[src/hw/rtl/smaa_pkg.sv]
// ----------------------------------------------------------------------------
// smaa_pkg
// Shared types and constants for the sensor moving-average alarm block.
// ----------------------------------------------------------------------------
package smaa_pkg;

  localparam int FILL_W  = 4;
  localparam int HEAD_W  = 3;
  localparam int SUM_W   = 20;
  localparam int DIV_STEPS = SUM_W;
  localparam int IN_DATA_W  = 80;
  localparam int OUT_DATA_W = 88;

  localparam logic [2:0] ST_NORMAL     = 3'd0;
  localparam logic [2:0] ST_HOT        = 3'd1;
  localparam logic [2:0] ST_COLD       = 3'd2;
  localparam logic [2:0] ST_UNKNOWN    = 3'd3;
  localparam logic [2:0] ST_REGISTERED = 3'd4;
  localparam logic [2:0] ST_DUPLICATE  = 3'd5;
  localparam logic [2:0] ST_FULL       = 3'd6;

  localparam logic KIND_REGISTER = 1'b0;
  localparam logic KIND_MEASURE  = 1'b1;

  localparam logic CFG_HIGH_LIMIT = 1'b0;
  localparam logic CFG_LOW_LIMIT  = 1'b1;

  typedef struct packed {
    logic [15:0]        id;
    logic [15:0]        room;
    logic [FILL_W-1:0]  fill;
    logic [HEAD_W-1:0]  head;
    logic signed [15:0] mean;
    logic [31:0]        stamp;
  } ent_t;

  typedef struct packed {
    logic load;
    logic scan;
    logic update;
    logic sum;
    logic div_init;
    logic div_step;
    logic finish;
  } cmd_t;

  typedef struct packed {
    logic scan_done;
    logic hit;
    logic is_meas;
    logic sum_done;
    logic div_done;
    logic out_free;
  } sts_t;

endpackage

[src/hw/rtl/smaa_ctrl.sv]
// ----------------------------------------------------------------------------
// smaa_ctrl
// Sequencer that steps one word through lookup, then for a measurement of a
// known sensor window update, sum and divide, and then result hand-off.
// ----------------------------------------------------------------------------
module smaa_ctrl (
  input  logic          clk,
  input  logic          rst,
  input  logic          in_valid,
  output logic          in_ready,
  input  smaa_pkg::sts_t sts,
  output smaa_pkg::cmd_t cmd
);
  import smaa_pkg::*;

  typedef enum logic [5:0] {
    S_IDLE   = 6'b000001,
    S_SCAN   = 6'b000010,
    S_UPDATE = 6'b000100,
    S_SUM    = 6'b001000,
    S_DIV    = 6'b010000,
    S_OUT    = 6'b100000
  } state_t;

  state_t state, state_next;

  always_ff @(posedge clk) begin
    if (rst) begin
      state <= S_IDLE;
    end else begin
      state <= state_next;
    end
  end

  always_comb begin
    state_next = state;
    cmd        = '0;
    in_ready   = 1'b0;
    unique case (state)
      S_IDLE: begin
        in_ready = 1'b1;
        if (in_valid) begin
          cmd.load   = 1'b1;
          state_next = S_SCAN;
        end
      end
      S_SCAN: begin
        cmd.scan = 1'b1;
        if (sts.scan_done) begin
          state_next = (sts.is_meas && sts.hit) ? S_UPDATE : S_OUT;
        end
      end
      S_UPDATE: begin
        cmd.update = 1'b1;
        state_next = S_SUM;
      end
      S_SUM: begin
        cmd.sum = 1'b1;
        if (sts.sum_done) begin
          cmd.div_init = 1'b1;
          state_next   = S_DIV;
        end
      end
      S_DIV: begin
        cmd.div_step = 1'b1;
        if (sts.div_done) begin
          state_next = S_OUT;
        end
      end
      S_OUT: begin
        if (sts.out_free) begin
          cmd.finish = 1'b1;
          state_next = S_IDLE;
        end
      end
      default: state_next = S_IDLE;
    endcase
  end

endmodule

[config.mk]
export PLATFORM = sky130hd
export DESIGN_NAME = smaa_ctrl
export DESIGN_NICKNAME = d
export VERILOG_FILES = /design/src/hw/rtl/smaa_pkg.sv /design/src/hw/rtl/smaa_ctrl.sv
export SDC_FILE = /design/constraint.sdc
export NUM_CORES = 1
export LEC_CHECK = 0
export BUFFER_PORTS_ARGS = -buffer_cell sky130_fd_sc_hd__buf_2
export CAP_MARGIN = 10
export CORE_AREA = 2 2 39 41
export DETAILED_ROUTE_END_ITERATION = 10
export DIE_AREA = 0 0 41 43
export PLACE_DENSITY = 0.68
export SLEW_MARGIN = 10
export SYNTH_ARGS = -nofsm -noshare
export SYNTH_HDL_FRONTEND = slang
export SYNTH_SLANG_ARGS = --single-unit
export TNS_END_PERCENT = 10
[constraint.sdc]
create_clock -name clk -period 1.7 [get_ports clk]
set_clock_uncertainty 0.2 [all_clocks]
set_input_delay 0.17 -clock clk [delete_from_list [all_inputs] [get_ports clk]]
set_output_delay 0.17 -clock clk [all_outputs]
set_load 0.02 [all_outputs]
==> flow_metrics.py <==
metrics = {
    "layout": {
        "n_fill_cell": 127,
        "largest_register": "state",
        "largest_reg_flops": 6,
        "reg.largest.list": "state (6)",
        "fin_cells": 99,
        "antenna_cells": 0,
        "final_core_util": 0.5380,
        "nets": 94,
        "final_cell_area_um2": 744.5,
        "syn2layout_area_growth_pct": 69.52,
        "layout-drive-gt1-share": 0.4699,
    },
    "timing": {
        "slew_viol_final": 0,
        "setup_viol": 13,
        "fmax_mhz": 493.7,
        "hold_viol": 0,
        "tns_ns": -2.343,
        "tightest_slew_ns": 0.4146,
        "post-route-period-util": 1.191,
        "slew_headroom": 0.7232,
        "final.setup.worst_slack_ns": -0.3254,
        "rsz0062_at_grt": "true",
        "min_period_ns": 2.025,
    },
    "synth": {
        "syn-cell-area_um2": 439.2,
        "synth-compound-area-share": 0.1368,
        "syn_avg_cell_area_um2": 8.286,
        "ys_warn_count": 0,
        "synth_mux_area_frac": 0,
        "yosys_register_bits": 6,
        "synth_top_family_by_area": "simple AND/OR/NAND/NOR gates",
        "synth-simple-area-share": 0.4843,
        "synth_fa_ha_area_frac": 0,
        "postSynthCellCount": 53,
        "yosysUniqueCellTypes": 26,
        "syn_nets": 62,
        "synthXorXnorAreaFrac": 0.01994,
        "ys_seq_area_frac": 0.2735,
    },
    "floorplanning": {
        "die_w_um": 41,
        "start_util": 0.3174,
        "fp.dieArea_um2": 1763,
        "io_pins": 17,
        "coreArea_um2": 1384,
        "die_h_um": 43,
        "rows": 14,
    },
    "cts": {
        "clk-insertion-delay-late_ns": 0.24,
        "clkSinkCount": 6,
        "cts.clk_slew.worst_paths_ns": 0.04,
        "clk_path_buf_depth": 2,
        "cts_tree": "done",
        "cts_root_buf": "clkbuf_4",
        "htree_levels": 1,
        "numCtsBuffers": 3,
    },
    "status": {
        "status": "finished, violations left",
        "failed_checks": "negative setup slack",
    },
    "global_route": {
        "grt_pass1_vias": 469,
        "overflow": 0,
        "antenna_found_initial": 0,
        "grt_pass1_wl_um": 1835,
        "grt_max_degree": 11,
        "grt_usage": 0.1466,
    },
    "min_path": {
        "min_path_type": "in2reg",
        "holdPathStages": 3,
        "min_from": "in_valid",
        "hold_end": "state[1]",
    },
    "worst_setup_path": {
        "cp.required_ns": 1.33,
        "r2r-start": "state[0]",
        "critical_path_class": "reg2out",
        "arrival_ns": 1.66,
        "rrSetupSlack_ns": -0.27,
        "rr_endpoint": "state[4]",
        "r2r_cells": 8,
        "worst_setup_path_start_kind": "flip-flop",
        "end_kind": "output port",
        "cp_max_fo": 3,
    },
    "place": {
        "place_area_um2": 603.1,
        "dp_hpwl_um": 807.3,
        "routabilityCongestion": 0.7930,
        "port_buffers": 16,
        "place_inst": 91,
    },
    "route": {
        "wirelength_um": 1127,
        "drc": 0,
        "via_per_inst": 5.253,
        "postRouteAntennaNets": 0,
        "first_pass_iters": 4,
        "drtIter0Drc": 13,
        "wl_per_cell_um": 11.38,
        "routed-via-count": 520,
    },
    "power_and_ir_drop": {
        "leakagePower_uw": 0.0003436,
        "ir_worst_vdd_v": 0.0002082,
        "power_density_nw_per_um2": 583.3,
    },
    "flow_run": {
        "drv_cap": 0,
    },
}
==> what timing repair did <==
item                                    CTS  global route
buffers inserted                          2             0
endpoints found under the setup margin   13            13
gates resized for setup                  16             4
pin swaps                                 6             4
hold endpoints to repair                  5             0
hold buffers                              3             0
==> Yosys cell counts, drive strengths merged <==
library cell	number	area (um2)
nor3	2	10.01
nand3b	3	22.52
dfxtp	6	120.1
nor2	2	7.510
a2bb2oi	1	8.760
nand2	2	7.510
nand4	1	6.260
and4b	3	30.03
xor2	1	8.760
or4b	1	13.76
nor3b	4	30.03
a22oi	1	7.510
buf	1	11.26
o21ai	2	10.00
or3b	1	8.760
and2	1	6.260
a21oi	4	20.02
o211ai	1	7.510
nor4	3	18.77
and3b	2	17.52
inv	4	15.01
a31oi	1	6.260
or4	1	11.26
clkbuf	3	11.26
nand4bb	2	22.52
==> logic make-up (layout without fill, tap and decap cells) <==
group / count (synthesis) / count (layout)
AOI/OAI and AO/OA: 10 / 10
xor gates and xnor gates: 1 / 1
buffers and inverters: 8 / 38
and+or+nand+nor: 28 / 28
DFF: 6 / 6
==> cells in the final DEF (no fill, tap or decap), types with 3 or more instances in the layout <==
master          n
buf_2           9
dlygate4sd3_1   3
and4b_1         3
clkbuf_4        3
dfxtp_1         5
nand3b_1        3
nor3b_1         3
a21oi_1         4
buf_6           6
inv_1           3
buf_4          13
==> metal layers <==
| layer | vias to the layer above | track usage | part of all wire |
|---|---|---|---|
| met4 | 0 | 0.09333 | 0.0071 |
| met5 | - | 0 | 0 |
| met3 | 2 | 0.005236 | 0.036 |
| met2 | 14 | 0.2469 | 0.55 |
| met1 | 241 | 0.1672 | 0.41 |
| li1 | 263 | - | - |
==> where the power goes <==
part	switching [uW]	internal, uW
clock	46.2	79.5
combinational	72.3	85.0
sequential	3.63	148
==> worst max path at each step <==
stage	from	end
after CTS	state[0]	cmd[2]
after global routing	state[0]	cmd[2]
after global placement	state[4]	cmd[4]
final	state[0]	cmd[2]
after floorplan	state[0]	state[5]
after detailed placement	state[4]	cmd[4]
==> critical path: stages (launching register included) <==
cell,delay (ns)
dfxtp_1,0.30
or4_4,0.54
buf_6,0.14
nor3b_4,0.17
nand2_1,0.09
inv_1,0.07
buf_6,0.11
==> cell type report <==
cell class / instances / area, um2 / share of cell area
repair buffers: 31 / 240.2 / 0.3227
clock buffers: 3 / 22.52 / 0.03025
inverters: 4 / 15.01 / 0.02017
well taps: 16 / 20.02 / 0.02689
flip-flops and latches: 6 / 121.4 / 0.1630
multi-input cells: 39 / 325.3 / 0.4370
==> metrics by stage <==
stage                     setup WS (ns)  hold slack (ns)  power [uW]
after floorplan                 -0.2004          0.03907       235.7
after global placement          -0.1562           0.2274       282.2
after detailed placement        -0.1758           0.2183       284.5
after CTS                       -0.3440          0.01989       436.4
after global routing            -0.4313          0.04894       458.7
final                           -0.3254          0.02410       434.3
(Power assumes the default switching activity.)
